File: config.mk
export PLATFORM = sky130hd
export DESIGN_NAME = icv_mac
export DESIGN_NICKNAME = d
export VERILOG_FILES = /design/src/hw/rtl/icv_pkg.sv /design/src/hw/rtl/icv_mac.sv
export SDC_FILE = /design/constraint.sdc
export NUM_CORES = 2
export LEC_CHECK = 0
export ABC_AREA = 1
export BUFFER_PORTS_ARGS = -buffer_cell sky130_fd_sc_hd__buf_2
export CORE_ASPECT_RATIO = 0.5
export CORE_MARGIN = 2
export CORE_UTILIZATION = 60
export CTS_CLUSTER_DIAMETER = 40
export CTS_CLUSTER_SIZE = 24
export DETAILED_ROUTE_END_ITERATION = 10
export GPL_TIMING_DRIVEN = 0
export PLACE_DENSITY = 0.79
export SYNTH_ARGS = -nofsm -noshare
export SYNTH_HDL_FRONTEND = slang
export SYNTH_SLANG_ARGS = --single-unit
File: constraint.sdc
create_clock -name clk -period 8 [get_ports clk]
set_input_delay 0.8 -clock clk [delete_from_list [all_inputs] [get_ports clk]]
set_output_delay 0.8 -clock clk [all_outputs]
set_load 0.02 [all_outputs]
File: src/hw/rtl/icv_pkg.sv
`timescale 1ns / 1ps
// ----------------------------------------------------------------------------
// icv_pkg: shared types and constants of the 3x3 convolution core
// Geometry limits, register indexes, kernel weight table and the structs
// that pass between the control, window and arithmetic stages.
// ----------------------------------------------------------------------------
package icv_pkg;

  localparam int MAX_WIDTH    = 1024;
  localparam int MAX_CHANNELS = 4;
  localparam int SAMPLE_BITS  = 16;

  localparam int LINE_DEPTH = MAX_WIDTH * MAX_CHANNELS;
  localparam int ADDR_W     = $clog2(LINE_DEPTH);
  localparam int WIN_ROW    = 3 * MAX_CHANNELS;
  localparam int WIN_IDX_W  = $clog2(WIN_ROW);

  localparam int CH_W    = 3;
  localparam int W_W     = 11;
  localparam int H_W     = 16;
  localparam int WC_W    = $clog2(LINE_DEPTH + 1);
  localparam int POS_W   = 29;
  localparam int OCOL_W  = $clog2(MAX_WIDTH);
  localparam int OCH_W   = $clog2(MAX_CHANNELS);
  localparam int SUM_W   = 24;
  localparam int RES_W   = 32;
  localparam int SCALE_W = 14;

  localparam int CFG_IDX_W  = 3;
  localparam int CFG_DATA_W = 16;

  localparam logic [CFG_IDX_W-1:0] REG_KERNEL   = 3'd0;
  localparam logic [CFG_IDX_W-1:0] REG_WIDTH    = 3'd1;
  localparam logic [CFG_IDX_W-1:0] REG_HEIGHT   = 3'd2;
  localparam logic [CFG_IDX_W-1:0] REG_CHANNELS = 3'd3;

  localparam logic CMD_PUSH  = 1'b0;
  localparam logic CMD_DRAIN = 1'b1;

  localparam logic [2:0] KERNEL_SUM3     = 3'd0;
  localparam logic [2:0] KERNEL_LOWPASS  = 3'd1;
  localparam logic [2:0] KERNEL_GAUSSIAN = 3'd5;

  typedef logic signed [SAMPLE_BITS-1:0] sample_t;

  typedef struct packed {
    sample_t upper;
    sample_t lower;
  } line_word_t;

  typedef struct packed {
    logic              valid;
    sample_t           x;
    logic [ADDR_W-1:0] col;
    logic              emit;
    logic              top;
    logic              bot;
    logic              left;
    logic              right;
    logic              last;
    logic              h1;
  } item_t;

  typedef struct packed {
    logic                   valid;
    logic                   last;
    sample_t [2:0][2:0]     tap;
  } taps_t;

  // Integer weights; the real coefficient is weight times kernel_scale.
  localparam logic signed [3:0] KERNEL_WEIGHT [0:7][0:2][0:2] = '{
    '{'{4'sd0, 4'sd0, 4'sd0}, '{4'sd1, 4'sd1, 4'sd1}, '{4'sd0, 4'sd0, 4'sd0}},
    '{'{4'sd0, 4'sd0, 4'sd0}, '{4'sd1, 4'sd1, 4'sd1}, '{4'sd0, 4'sd0, 4'sd0}},
    '{'{4'sd0, 4'sd0, 4'sd0}, '{4'sd0, -4'sd1, 4'sd1}, '{4'sd0, 4'sd0, 4'sd0}},
    '{'{4'sd0, 4'sd0, 4'sd0}, '{4'sd1, -4'sd2, 4'sd1}, '{4'sd0, 4'sd0, 4'sd0}},
    '{'{4'sd0, -4'sd1, 4'sd0}, '{-4'sd1, 4'sd5, -4'sd1}, '{4'sd0, -4'sd1, 4'sd0}},
    '{'{4'sd1, 4'sd2, 4'sd1}, '{4'sd2, 4'sd4, 4'sd2}, '{4'sd1, 4'sd2, 4'sd1}},
    '{'{4'sd0, 4'sd1, 4'sd0}, '{4'sd1, -4'sd4, 4'sd1}, '{4'sd0, 4'sd1, 4'sd0}},
    '{'{-4'sd2, -4'sd1, 4'sd0}, '{-4'sd1, 4'sd1, 4'sd1}, '{4'sd0, 4'sd1, 4'sd2}}
  };

  function automatic logic [SCALE_W-1:0] kernel_scale(input logic [2:0] k);
    logic [SCALE_W-1:0] s;
    case (k)
      KERNEL_LOWPASS:  s = SCALE_W'(1365);
      KERNEL_GAUSSIAN: s = SCALE_W'(256);
      default:         s = SCALE_W'(4096);
    endcase
    return s;
  endfunction

endpackage

File: src/hw/rtl/icv_mac.sv
`timescale 1ns / 1ps
// ----------------------------------------------------------------------------
// icv_mac: kernel arithmetic and output register
// Weighted sum of the nine taps with small integer weights, then one
// scale multiply to Q20.12 into the output register.
// ----------------------------------------------------------------------------
module icv_mac (
  input  logic                            clk,
  input  logic                            rst,
  input  logic                            adv,
  input  logic [2:0]                      kernel_select,
  input  icv_pkg::taps_t                  taps,
  output logic                            out_valid,
  output logic signed [icv_pkg::RES_W-1:0] out_value,
  output logic                            out_last
);

  logic                             v3;
  logic                             last3;
  logic signed [icv_pkg::SUM_W-1:0] sum3;
  logic signed [icv_pkg::SUM_W-1:0] acc;

  always_comb begin
    acc = '0;
    for (int i = 0; i < 3; i++) begin
      for (int j = 0; j < 3; j++) begin
        acc = acc + icv_pkg::SUM_W'(taps.tap[i][j])
                  * icv_pkg::SUM_W'(icv_pkg::KERNEL_WEIGHT[kernel_select][i][j]);
      end
    end
  end

  always_ff @(posedge clk) begin
    if (rst) begin
      v3        <= 1'b0;
      out_valid <= 1'b0;
    end else if (adv) begin
      v3        <= taps.valid;
      out_valid <= v3;
    end
  end

  always_ff @(posedge clk) begin
    if (adv) begin
      sum3      <= acc;
      last3     <= taps.last;
      out_last  <= last3;
      out_value <= icv_pkg::RES_W'(icv_pkg::RES_W'(sum3)
                   * icv_pkg::RES_W'(icv_pkg::kernel_scale(kernel_select)));
    end
  end

endmodule

==> impl_metrics.py <==
metrics = {
    "finish": {
        "final-seq-area_um2": 1780,
        "drive_gt1_share_pct": 9.30,
        "multi_input_area_um2": 20400,
        "nNetsFinal": 4297,
        "nFillCells": 3516,
        "area_growth_pct": 8.41,
        "diodes": 0,
    },
    "clock_network": {
        "clk_pin_slew_ns": 0.05,
        "cts_buffers": 9,
        "cts_tree": "yes",
        "cts_max_level": 3,
        "root_buffer": "clkbuf_16",
        "clockBufferDepth": 2,
        "cts_sinks": 60,
        "insertion_delay_ns": 0.35,
        "cts.hold.buffers_added": 0,
    },
    "timing": {
        "tightest_slew_ns": 0.754,
        "finalCriticalPeriod_ns": 7.77,
        "setup_violations": 0,
        "max_slew_margin_pct": 49.8,
        "hold_viol": 0,
        "final.setup_skew_ns": 0.0162,
        "fin_crit_sh_pct": 97.2,
        "rsz0062_at_grt": "true",
        "slew_violations": 0,
        "fin_tns_setup_ns": 0,
        "fmax_ghz": 0.129,
    },
    "yosys": {
        "synth_compound_area_share_pct": 2.46,
        "synth_area_leaders": "fa_1 (45%), ha_1 (15%), inv_1 (14%)",
        "ys_types": 40,
        "synth_nets": 4100,
        "yosysSeqAreaShare_pct": 6.86,
        "synth.avg_cell_area_um2": 8.53,
        "synth-simple-area-share_pct": 13.8,
        "yosys.area.top_type": "fa_1",
        "yosys_warnings": 0,
        "synth_top_cell_area_share_pct": 45.1,
        "syn_inst": 3047,
        "synthAdderAreaFrac_pct": 60.3,
        "yosys-mux-area-fraction_pct": 0,
        "synth_xor_area_share_pct": 1.31,
        "netlist_area_um2": 26000,
        "synth_top_family_by_area": "adder cells",
        "synth-seq-cells": 60,
    },
    "setup_path": {
        "setup.worst_path.start_class": "input pin",
        "crit_family": "adder cells",
        "worst-path-stages": 26,
        "cp.arrival_ns": 7.87,
        "cp.required_ns": 8.10,
        "reg2reg_depth": 21,
        "critPathMostFrequentCell": "fa_1",
        "crit_path_max_fanout": 10,
        "end_kind": "register",
        "crit_slowest_cell": "fa_1",
        "criticalPathCategory": "input pin to register",
        "max_stage_delay_ns": 0.59,
        "cp_num_buf_inv": 8,
    },
    "drt": {
        "via_count": 19634,
        "drt_iter0_markers": 1169,
        "first_pass_iters": 7,
        "routedWlPerCell_um": 17.6,
        "drc_errors": 0,
        "drt-total-wl_um": 67200,
        "vias_per_cell": 5.13,
        "ant_nets": 0,
    },
    "floorplanning": {
        "die_w_um": 298,
        "dieArea_um2": 45100,
        "initial_core_util_pct": 61.3,
        "core_um2": 42400,
        "ios": 186,
        "num_rows": 53,
        "die_y_um": 151,
    },
    "flow_run": {
        "maxCapViolCount": 0,
    },
    "placed_design": {
        "hpwl_um": 60800,
        "port_buffers": 184,
        "gp_congestion": 0.949,
    },
    "global_routing": {
        "grt_pass1_wl_um": 109000,
        "grt_max_degree": 62,
        "gr-usage-all-layers_pct": 31.6,
        "grt_overflow": 0,
        "antenna_found_initial": 0,
        "grt_pass1_vias": 21344,
    },
    "worst_hold_path": {
        "holdPathStages": 0,
        "worstHoldPathType": "register to register",
    },
    "status": {
        "status": "completed",
    },
}
layout make-up:
cell class / count / area share, %
well taps: 577 / 2.56
inverters: 1000 / 13.4
multi-input cells: 1942 / 72.4
clock buffers: 11 / 0.826
plain buffers: 45 / 1.03
repair buffers: 186 / 3.33
flip-flops and latches: 60 / 6.32
clock inverters: 5 / 0.187
repair_timing:
item	CTS	global route
gates resized for setup	10	80
setup buffers	0	2
setup endpoints to repair	16	16
pin swaps	0	3
cloned	0	0
stage by stage:
stage	utilization, %	hold WS [ns]	area, µm²	setup slack, ns	cells
6_report	66.5	0.428	28200	0.225	3826
5_1_grt	66.5	0.446	28200	-0.0626	3826
4_1_cts	65.9	0.437	27900	0.000265	3824
3_5_place_dp	65.2	0.425	27600	-0.688	3808
3_3_place_gp	65.2	0.405	27600	-0.661	3808
2_1_floorplan	-	0.400	26000	0.590	3047
flip-flops by register name, summed over array words and instances, names as in the netlist:
name,cells
out_value,32
sum3,24
last3,1
out_last,1
out_valid,1
v3,1
layout by cell type, fill, tap and decap left out, drive strengths merged, types with 33 or more instances in the layout:
| cell | count |
|---|---|
| inv | 997 |
| fa | 586 |
| nor2 | 431 |
| nand2 | 364 |
| ha | 315 |
| buf | 209 |
| a21oi | 59 |
| edfxtp | 58 |
| nand3 | 53 |
| o21ai | 36 |
| clkbuf | 33 |
logic make-up (layout without fill, tap and decap cells):
| logic type | Yosys count | count (layout) |
|---|---|---|
| AOI/OAI and AO/OA | 114 | 114 |
| buffers and inverters | 1045 | 1247 |
| and+or+nand+nor | 888 | 888 |
| adders and majority gates | 901 | 901 |
| DFF | 60 | 60 |
| xor gates and xnor gates | 39 | 39 |
cell usage after synthesis:
master / instances
nor3_1: 5
or2_1: 1
ha_1: 315
fa_1: 586
nand2b_1: 1
o21ai_2: 3
or2_2: 5
and2_1: 1
inv_1: 994
a21boi_2: 1
a21oi_1: 57
inv_2: 3
buf_2: 20
nor2_2: 10
nand3_2: 2
a31oi_1: 1
nand3_1: 50
clkinv_1: 2
nor2_1: 419
buf_4: 1
nand2_2: 5
xor2_1: 26
nor2_8: 1
buf_6: 2
edfxtp_1: 58
nand3b_1: 2
o21bai_1: 9
o21ai_1: 2
nand4_1: 25
nand3_4: 1
a21o_1: 7
clkbuf_1: 22
o21ai_0: 31
dfxtp_1: 2
inv_8: 1
nor2_4: 1
a21oi_2: 2
nand2_1: 359
o21a_1: 1
xnor2_1: 13
path summary, 6_finish.rpt:
kind                                      end             start  slack, ns
worst max-delay path                 sum3[21]  kernel_select[0]       0.23
worst min-delay path                 out_last             last3       0.43
worst max register to register  out_value[31]           sum3[7]       2.59
worst min register to register       out_last             last3       0.43
routing by layer:
layer	track usage, %	vias to the layer above	wire length (µm)
met5	0	-	0
met4	11.9	0	2850
met3	6.28	137	5150
met2	54.5	652	31600
met1	40.1	9723	27600
li1	-	9122	-
Power is not shown: default switching activity piles up to over one toggle a cycle in this logic, so the estimate is an artifact.
