$ cat src/hw/rtl/icv_pkg.sv
`timescale 1ns / 1ps
// ----------------------------------------------------------------------------
// icv_pkg: shared types and constants of the 3x3 convolution core
// Geometry limits, register indexes, kernel weight table and the structs
// that pass between the control, window and arithmetic stages.
// ----------------------------------------------------------------------------
package icv_pkg;

  localparam int MAX_WIDTH    = 1024;
  localparam int MAX_CHANNELS = 4;
  localparam int SAMPLE_BITS  = 16;

  localparam int LINE_DEPTH = MAX_WIDTH * MAX_CHANNELS;
  localparam int ADDR_W     = $clog2(LINE_DEPTH);
  localparam int WIN_ROW    = 3 * MAX_CHANNELS;
  localparam int WIN_IDX_W  = $clog2(WIN_ROW);

  localparam int CH_W    = 3;
  localparam int W_W     = 11;
  localparam int H_W     = 16;
  localparam int WC_W    = $clog2(LINE_DEPTH + 1);
  localparam int POS_W   = 29;
  localparam int OCOL_W  = $clog2(MAX_WIDTH);
  localparam int OCH_W   = $clog2(MAX_CHANNELS);
  localparam int SUM_W   = 24;
  localparam int RES_W   = 32;
  localparam int SCALE_W = 14;

  localparam int CFG_IDX_W  = 3;
  localparam int CFG_DATA_W = 16;

  localparam logic [CFG_IDX_W-1:0] REG_KERNEL   = 3'd0;
  localparam logic [CFG_IDX_W-1:0] REG_WIDTH    = 3'd1;
  localparam logic [CFG_IDX_W-1:0] REG_HEIGHT   = 3'd2;
  localparam logic [CFG_IDX_W-1:0] REG_CHANNELS = 3'd3;

  localparam logic CMD_PUSH  = 1'b0;
  localparam logic CMD_DRAIN = 1'b1;

  localparam logic [2:0] KERNEL_SUM3     = 3'd0;
  localparam logic [2:0] KERNEL_LOWPASS  = 3'd1;
  localparam logic [2:0] KERNEL_GAUSSIAN = 3'd5;

  typedef logic signed [SAMPLE_BITS-1:0] sample_t;

  typedef struct packed {
    sample_t upper;
    sample_t lower;
  } line_word_t;

  typedef struct packed {
    logic              valid;
    sample_t           x;
    logic [ADDR_W-1:0] col;
    logic              emit;
    logic              top;
    logic              bot;
    logic              left;
    logic              right;
    logic              last;
    logic              h1;
  } item_t;

  typedef struct packed {
    logic                   valid;
    logic                   last;
    sample_t [2:0][2:0]     tap;
  } taps_t;

  // Integer weights; the real coefficient is weight times kernel_scale.
  localparam logic signed [3:0] KERNEL_WEIGHT [0:7][0:2][0:2] = '{
    '{'{4'sd0, 4'sd0, 4'sd0}, '{4'sd1, 4'sd1, 4'sd1}, '{4'sd0, 4'sd0, 4'sd0}},
    '{'{4'sd0, 4'sd0, 4'sd0}, '{4'sd1, 4'sd1, 4'sd1}, '{4'sd0, 4'sd0, 4'sd0}},
    '{'{4'sd0, 4'sd0, 4'sd0}, '{4'sd0, -4'sd1, 4'sd1}, '{4'sd0, 4'sd0, 4'sd0}},
    '{'{4'sd0, 4'sd0, 4'sd0}, '{4'sd1, -4'sd2, 4'sd1}, '{4'sd0, 4'sd0, 4'sd0}},
    '{'{4'sd0, -4'sd1, 4'sd0}, '{-4'sd1, 4'sd5, -4'sd1}, '{4'sd0, -4'sd1, 4'sd0}},
    '{'{4'sd1, 4'sd2, 4'sd1}, '{4'sd2, 4'sd4, 4'sd2}, '{4'sd1, 4'sd2, 4'sd1}},
    '{'{4'sd0, 4'sd1, 4'sd0}, '{4'sd1, -4'sd4, 4'sd1}, '{4'sd0, 4'sd1, 4'sd0}},
    '{'{-4'sd2, -4'sd1, 4'sd0}, '{-4'sd1, 4'sd1, 4'sd1}, '{4'sd0, 4'sd1, 4'sd2}}
  };

  function automatic logic [SCALE_W-1:0] kernel_scale(input logic [2:0] k);
    logic [SCALE_W-1:0] s;
    case (k)
      KERNEL_LOWPASS:  s = SCALE_W'(1365);
      KERNEL_GAUSSIAN: s = SCALE_W'(256);
      default:         s = SCALE_W'(4096);
    endcase
    return s;
  endfunction

endpackage

$ cat src/hw/rtl/icv_window.sv
`timescale 1ns / 1ps
// ----------------------------------------------------------------------------
// icv_window: line store update and 3x3 window
// Rotates the line store words, shifts the window and picks the nine taps
// of the centered pixel, zeroing those that fall outside the frame.
// ----------------------------------------------------------------------------
module icv_window (
  input  logic                       clk,
  input  logic                       rst,
  input  logic                       adv,
  input  icv_pkg::item_t             s0,
  input  logic [icv_pkg::CH_W-1:0]   eff_c,
  input  icv_pkg::line_word_t        ram_q,
  output logic                       ram_we,
  output logic [icv_pkg::ADDR_W-1:0] ram_waddr,
  output icv_pkg::line_word_t        ram_wdata,
  output icv_pkg::taps_t             taps
);

  icv_pkg::item_t      s1;
  logic                fwd;
  icv_pkg::line_word_t fwd_word;
  icv_pkg::sample_t    win [3][icv_pkg::WIN_ROW];

  icv_pkg::line_word_t rd;
  icv_pkg::sample_t    newest [3];
  icv_pkg::sample_t    t_near [3];
  icv_pkg::sample_t    t_mid [3];
  icv_pkg::sample_t    t_far [3];
  icv_pkg::sample_t [2:0][2:0] tap_next;
  logic [icv_pkg::WIN_IDX_W-1:0] idx1, idx2;
  logic [2:0] row_ok;
  int r;

  always_comb begin
    // The previous word wrote this column in the cycle it was read.
    rd = fwd ? fwd_word : ram_q;
    ram_we          = adv && s1.valid;
    ram_waddr       = s1.col;
    ram_wdata.upper = rd.lower;
    ram_wdata.lower = s1.x;

    newest[0] = rd.upper;
    newest[1] = rd.lower;
    newest[2] = s1.x;

    idx1 = icv_pkg::WIN_IDX_W'(eff_c - 1'b1);
    idx2 = icv_pkg::WIN_IDX_W'({eff_c, 1'b0} - 1'b1);
    for (r = 0; r < 3; r++) begin
      t_near[r] = newest[r];
      t_mid[r]  = win[r][idx1];
      t_far[r]  = win[r][idx2];
    end

    row_ok[0] = !s1.h1 && !s1.top;
    row_ok[1] = 1'b1;
    row_ok[2] = !s1.h1 && !s1.bot;

    for (r = 0; r < 3; r++) begin
      // A single-row frame takes its middle row from the newest samples.
      if (r == 1 && s1.h1) begin
        tap_next[r][0] = s1.left  ? '0 : t_far[2];
        tap_next[r][1] = t_mid[2];
        tap_next[r][2] = s1.right ? '0 : t_near[2];
      end else begin
        tap_next[r][0] = (!row_ok[r] || s1.left)  ? '0 : t_far[r];
        tap_next[r][1] = !row_ok[r] ? '0 : t_mid[r];
        tap_next[r][2] = (!row_ok[r] || s1.right) ? '0 : t_near[r];
      end
    end
  end

  always_ff @(posedge clk) begin
    if (rst) begin
      s1.valid   <= 1'b0;
      taps.valid <= 1'b0;
      fwd        <= 1'b0;
    end else if (adv) begin
      s1.valid   <= s0.valid;
      taps.valid <= s1.valid && s1.emit;
      fwd        <= s0.valid && s1.valid && (s0.col == s1.col);
    end
    if (adv) begin
      s1.x     <= s0.x;
      s1.col   <= s0.col;
      s1.emit  <= s0.emit;
      s1.top   <= s0.top;
      s1.bot   <= s0.bot;
      s1.left  <= s0.left;
      s1.right <= s0.right;
      s1.last  <= s0.last;
      s1.h1    <= s0.h1;
      fwd_word <= ram_wdata;
      taps.last <= s1.last;
      taps.tap  <= tap_next;
    end
    if (adv && s1.valid) begin
      for (int k = 0; k < 3; k++) begin
        for (int j = icv_pkg::WIN_ROW - 1; j > 0; j--) begin
          win[k][j] <= win[k][j-1];
        end
        win[k][0] <= newest[k];
      end
    end
  end

endmodule

$ cat config.mk
export PLATFORM = sky130hd
export DESIGN_NAME = icv_window
export DESIGN_NICKNAME = d
export VERILOG_FILES = /design/src/hw/rtl/icv_pkg.sv /design/src/hw/rtl/icv_window.sv
export SDC_FILE = /design/constraint.sdc
export NUM_CORES = 1
export LEC_CHECK = 0
export BUFFER_PORTS_ARGS = -buffer_cell sky130_fd_sc_hd__buf_2
export CORE_MARGIN = 8
export CORE_UTILIZATION = 45
export DETAILED_ROUTE_END_ITERATION = 8
export PLACE_DENSITY = 0.65
export SLEW_MARGIN = 20
export SYNTH_ARGS = -nofsm -noshare
export SYNTH_HDL_FRONTEND = slang
export SYNTH_SLANG_ARGS = --single-unit
$ cat constraint.sdc
create_clock -name clk -period 54.2 [get_ports clk]
set_clock_uncertainty 0.05 [all_clocks]
set_input_delay 10.84 -clock clk [delete_from_list [all_inputs] [get_ports clk]]
set_output_delay 10.84 -clock clk [all_outputs]
set_load 0.005 [all_outputs]
==> summary.txt, run 1 <==
Timing
  • Final min period: between 20 and 25 ns
  • Final Cycle Share: 0.4362
  • RSZ-0062 raised after global routing: false
  • Normalized max-slew margin: 0.2336
  • Hold slack: roughly 0.38 ns
  • Final setup fails: 0
  • Hold Violations, Final: 0
  • Slew @ Worst Pin: around 1.1 ns
  • Max frequency: ~0.042 GHz
  • Setup TNS: 0 ns
  • Slew Viols, Final: 0
  • Post-route setup slack: between 30 and 40 ns

Run
  • Max_cap viols: 0

Floorplan
  • # rows: a little under 100
  • Die Wd: about 290 um
  • Chip height: 285.4 um
  • Die area: between 80000 and 90000 um2
  • Core Area: 71730 um2
  • Starting density of the core: 0.4552
  • Io pins: 265

Clock tree
  • CTS sink count: 791
  • H-tree depth: 3
  • Clock Latency Late Sink: slightly above 0.6 ns
  • Worst-path clk slew: around 0.06 ns
  • TritonCTS Buffers: 84
  • Setup bufs post-CTS: 0
  • Hold buffers post-CTS: 0
  • CTS max path bufs: 3
  • CTS tree: yes
  • Post-cts sizing count: 0
  • Root buf cell: clkbuf_16

Final layout
  • Share of cells above drive strength 1: 0.3044
  • Nets: around 2100
  • Final Instance Area: ~37000 um2
  • Final Non-Filler Cells: 3052
  • Layout area overhead: 14.42%
  • Final Util: 0.5209

Synthesis
  • Yosys warns: 0
  • Area leader, netlist: edfxtp_1
  • Cell variety after synth: 40
  • Syn nets: ~1900
  • Synth top area cells: edfxtp_1, mux4_2, mux2i_1, mux2_2, nand2_1
  • EDFF count, synth: between 700 and 800
  • Cell Area, Synth: ~33000 um2
  • Avg Cell Area, Syn: ~18 um2
  • Most used DFF post-synth: edfxtp_1
  • Asr flop ratio synth: 0
  • Cell count after synthesis: about 1800
  • Share of Yosys cell area claimed by the top area cell type: 0.7246
  • Seq/Total Area, Yosys: 0.7265
  • Yosys reg bits: 791

Critical path
  • Crit-path max FO: 106
  • CP Launch Type: input pin
  • Worst setup path class: in -> out
  • CP startpoint: adv
  • Required @ worst endpoint: 43.31 ns
  • CP Data Arrival Time: 12.75 ns
  • Reg-to-reg startpoint: s1[35]$_SDFFE_PP0P_
  • Crit end category: output pin

Power
  • Power Internal: between 1 and 1.5 mW
  • Sw power: between 300 and 400 uW
  • Sw frac: 0.2270
  • VDD IR-drop max: roughly 0.032 mV
  • Sequential share of power: 0.504
  • Clock power frac: 0.415
  • Comb pwr share: 0.080
  • Leak Pwr: 12.86 nW
  • Tot Pwr: roughly 1.4 mW
  • Power per cell area: 37.68 nW/um2

Route
  • Drt first pass iters: 6
  • WL/cell: 26.03 um
  • Vias/cell: approximately 5.9
  • Antenna Nets Post-Route: 0
  • Iter 0 DRT Violations: roughly 1900
  • Final WL: ~79000 um
  • DRC: 0
  • Via count: 17860

Placed design
  • Placed instance area: 34540 um2
  • Port Buffers: 264
  • Dpl ws: slightly above 30 ns
  • Final weighted congestion in routability-driven placement: between 0.7 and 0.8
  • Placed cells: 2895
  • Detail Placement HPWL: between 40000 and 50000 um

Global routing
  • Largest net degree at the start of global routing: roughly 130
  • Total gr overflow: 0
  • GRT Overall Usage: 0.1893
  • Vias in the first global route: ~18000
  • First-pass GRT wire length: between 100000 and 150000 um
  • Initial antenna violation count: 5

Worst hold path
  • Min-delay src: s1[1]$_DFFE_PP_
  • Hold crit path type: reg -> reg

Outcome
  • Outcome: finished, final reports clean
-- power groups by stage --
stage / logic (mW) / clock network, mW / registers [mW]
after floorplan: 0.0735 / 0 / 0.725
after global placement: 0.113 / 0 / 0.722
after detailed placement: 0.114 / 0 / 0.723
after CTS: 0.114 / 0.598 / 0.710
after global routing: 0.122 / 0.619 / 0.712
final: 0.113 / 0.585 / 0.710
-- worst max-delay path, stage by stage --
cell,delay [ns]
buf_8,0.50
and2_4,0.95
buf_2,0.26
-- kinds of logic after synthesis --
group	after synthesis	share of synthesized area
simple gates	328	0.04671
fa+ha+maj	1	0.0003831
xor+xnor	14	0.003985
buf+inv	167	0.02966
mux	322	0.1503
compound gates	193	0.04249
flops	791	0.7265
-- Yosys cell counts, types with 2 or more instances --
master,instances
a211oi_1,2
a21oi_1,65
a221oi_1,16
a22oi_1,32
a31oi_1,30
a32o_1,16
a32oi_1,16
and2_1,17
buf_1,9
buf_2,29
buf_4,58
buf_6,8
clkbuf_1,56
dfxtp_1,3
edfxtp_1,788
inv_1,4
mux2_2,67
mux2i_1,127
mux4_2,128
nand2_1,141
nand2b_1,18
nand3_1,33
nand4_1,2
nor2_1,24
nor2b_1,16
nor3_1,69
o221a_1,6
o221a_2,9
or3_1,4
xnor2_1,13
-- layout make-up --
type / count / area [um2]
fillers: 5725 / 34370
clock inverters: 50 / 504.2
diodes: 3 / 7.507
multi-input cells: 858 / 8039
clock buffers: 104 / 2313
inverters: 5 / 18.77
flip-flops and latches: 791 / 23720
well taps: 950 / 1189
repair buffers: 291 / 1569
-- cells in the final DEF, fill, tap and decap left out, types with 3 or more instances in the layout --
cell and instances:
a21oi_1 65, a221oi_1 16, a22oi_1 32, a31oi_1 30, a32o_1 16, a32oi_1 16
and2_1 16, buf_2 262, buf_4 25, bufinv_16 9, clkbuf_1 12, clkbuf_16 89
clkbuf_8 3, clkinv_1 12, clkinv_2 16, clkinv_4 3, clkinvlp_4 8, dfxtp_1 3
diode_2 3, edfxtp_1 788, inv_1 3, mux2_2 67, mux2i_1 127, mux4_2 128
nand2_1 141, nand2b_1 18, nand3_1 33, nor2_1 20, nor2_2 3, nor2b_1 16
nor3_1 68, o221a_1 6, o221a_2 9, or3_1 4, xnor2_1 12
-- flip-flops by register name, indices dropped and copies added (netlist names) --
name,cells
fwd,1
fwd_word,32
ram_waddr,12
ram_wdata,16
s1,8
taps,146
win,576
-- worst paths after layout --
kind	cells after the start	slack, ns	end
setup reg to reg	5	49.05	win[2][46]$_DFFE_PP_
hold reg to reg	0	0.38	taps[144]$_DFFE_PP_
setup / recovery	3	30.56	ram_we
hold / removal	0	0.38	taps[144]$_DFFE_PP_
-- layer usage --
layer,share of wire,track usage
met1,0.44,0.2755
met2,0.45,0.2788
met3,0.092,0.04979
met4,0.021,0.05688
met5,0.00028,0
Note: power is estimated with default switching activity, not from simulation.
==> run 2, diff against run 1 <==
- clock period: 54.2 -> 24 ns (I/O delays scaled with it)
==> summary.txt, run 2 (synthesized netlist as in run 1, its figures left out) <==
Outcome
  • Outcome: finished, final reports clean

Clock tree
  • H-tree depth: 3
  • TritonCTS Buffers: 84
  • CTS sink count: roughly 790
  • CTS max path bufs: 3
  • CTS tree: yes
  • Clock Latency Late Sink: about 0.63 ns
  • Post-cts sizing count: 0
  • Root buf cell: clkbuf_16
  • Setup bufs post-CTS: 0
  • Worst-path clk slew: around 0.050 ns
  • Hold buffers post-CTS: 0

Final layout
  • Most flop-heavy register: win
  • Share of cells above drive strength 1: 0.2947
  • Final Non-Filler Cells: 3051
  • Max reg flops: about 580
  • Commonest cells after routing, fill and taps aside: edfxtp_1, buf_2, nand2_1
  • Largest registers: win x576, taps x146, fwd_word x32
  • Commonest non-fill, non-tap cell in the layout: edfxtp_1
  • Layout area overhead: 13.84%
  • Nets: 2106

Power
  • Tot Pwr: between 3 and 4 mW
  • Power per cell area: roughly 84 nW/um2
  • Leak Pwr: about 13 nW
  • VDD IR-drop max: 0.05113 mV

Timing
  • Slew @ Worst Pin: 1.176 ns
  • Final setup fails: 0
  • Max frequency: around 0.09 GHz
  • Hold Violations, Final: 0
  • Hold slack: around 0.37 ns
  • Setup TNS: 0 ns
  • RSZ-0062 raised after global routing: false
  • Post-route setup slack: around 13 ns
  • Normalized max-slew margin: 0.2151
  • Final min period: between 10 and 15 ns
  • Slew Viols, Final: 0
  • Final Cycle Share: 0.4637

Route
  • Drt first pass iters: 6
  • DRC: 0
  • Antenna Nets Post-Route: 0
  • WL/cell: 25.92 um
  • Final WL: between 70000 and 80000 um
  • Via count: about 18000
  • Vias/cell: 5.867
  • Iter 0 DRT Violations: about 1600

Critical path
  • Worst setup path class: in -> out
  • CP Data Arrival Time: about 6.3 ns
  • CP max-delay cell: and2_4
  • Highest cell delay on the worst timing path: between 0.6 and 0.7 ns
  • Cells along the critical path: buf_8 > and2_4 > buf_2
  • CP Launch Type: input pin
  • Required @ worst endpoint: 19.15 ns
  • Crit end category: output pin
  • Crit-path max FO: 108

Global routing
  • Largest net degree at the start of global routing: around 180
  • First-pass GRT wire length: ~120000 um
  • Initial antenna violation count: 8
  • Vias in the first global route: 18210
  • GRT Overall Usage: 0.1894
  • Total gr overflow: 0

Floorplan
  • # rows: a little under 100
  • Chip height: 285.4 um
  • Core Area: between 70000 and 80000 um2
  • Io pins: 265
  • Die area: slightly above 80000 um2
  • Starting density of the core: 0.4552
  • Die Wd: between 200 and 300 um

Run
  • Max_cap viols: 0

Worst hold path
  • Hold crit path type: reg -> reg

Placed design
  • Port Buffers: 264
  • Placed cells: around 2900
  • Dpl ws: 12.79 ns
  • Detail Placement HPWL: between 40000 and 50000 um
  • Final weighted congestion in routability-driven placement: ~0.77
-- run 2: area by class of cell --
class / instances / area, um2
flip-flops and latches: 791 / 23720
repair buffers: 291 / 1573
clock inverters: 45 / 412.9
multi-input cells: 858 / 8041
clock buffers: 104 / 2198
inverters: 5 / 18.77
diodes: 7 / 17.52
fillers: 5812 / 34560
well taps: 950 / 1189
-- run 2: stage by stage --
step           cell area [um2]    util
2_1_floorplan            32660       -
3_3_place_gp             34540  0.4815
3_5_place_dp             34540  0.4815
4_1_cts                  37150  0.5179
5_1_grt                  37170  0.5181
6_report                 37170  0.5182
-- run 2: critical path, delay by kind of cell --
family | cells | cell delay, ns
AND/OR/NAND/NOR | 1 | 0.61
buffers and inverters | 2 | 0.72
-- run 2: final timing paths --
path,start,to,slack [ns],cells after the start
worst max register to register,s1[35]$_SDFFE_PP0P_,win[0][112]$_DFFE_PP_,20.12,4
worst min register to register,s1[1]$_DFFE_PP_,taps[144]$_DFFE_PP_,0.37,0
worst max-delay path,adv,ram_we,12.87,3
worst min-delay path,s1[1]$_DFFE_PP_,taps[144]$_DFFE_PP_,0.37,0
-- run 2: metal layers --
| metal | part of all wire | GRT usage |
|---|---|---|
| met4 | 0.024 | 0.06207 |
| met3 | 0.094 | 0.05719 |
| met5 | 0.00015 | 0 |
| met2 | 0.45 | 0.2785 |
| met1 | 0.44 | 0.2690 |
-- run 2: where the power goes --
part | total, mW | internal [mW] | leakage, nW | switching, mW
Combinational | 0.254 | 0.100 | 4.06 | 0.153
Sequential | 1.61 | 1.57 | 7.43 | 0.0307
Clock | 1.25 | 0.724 | 1.27 | 0.522
Total | 3.11 | 2.40 | 12.8 | 0.706
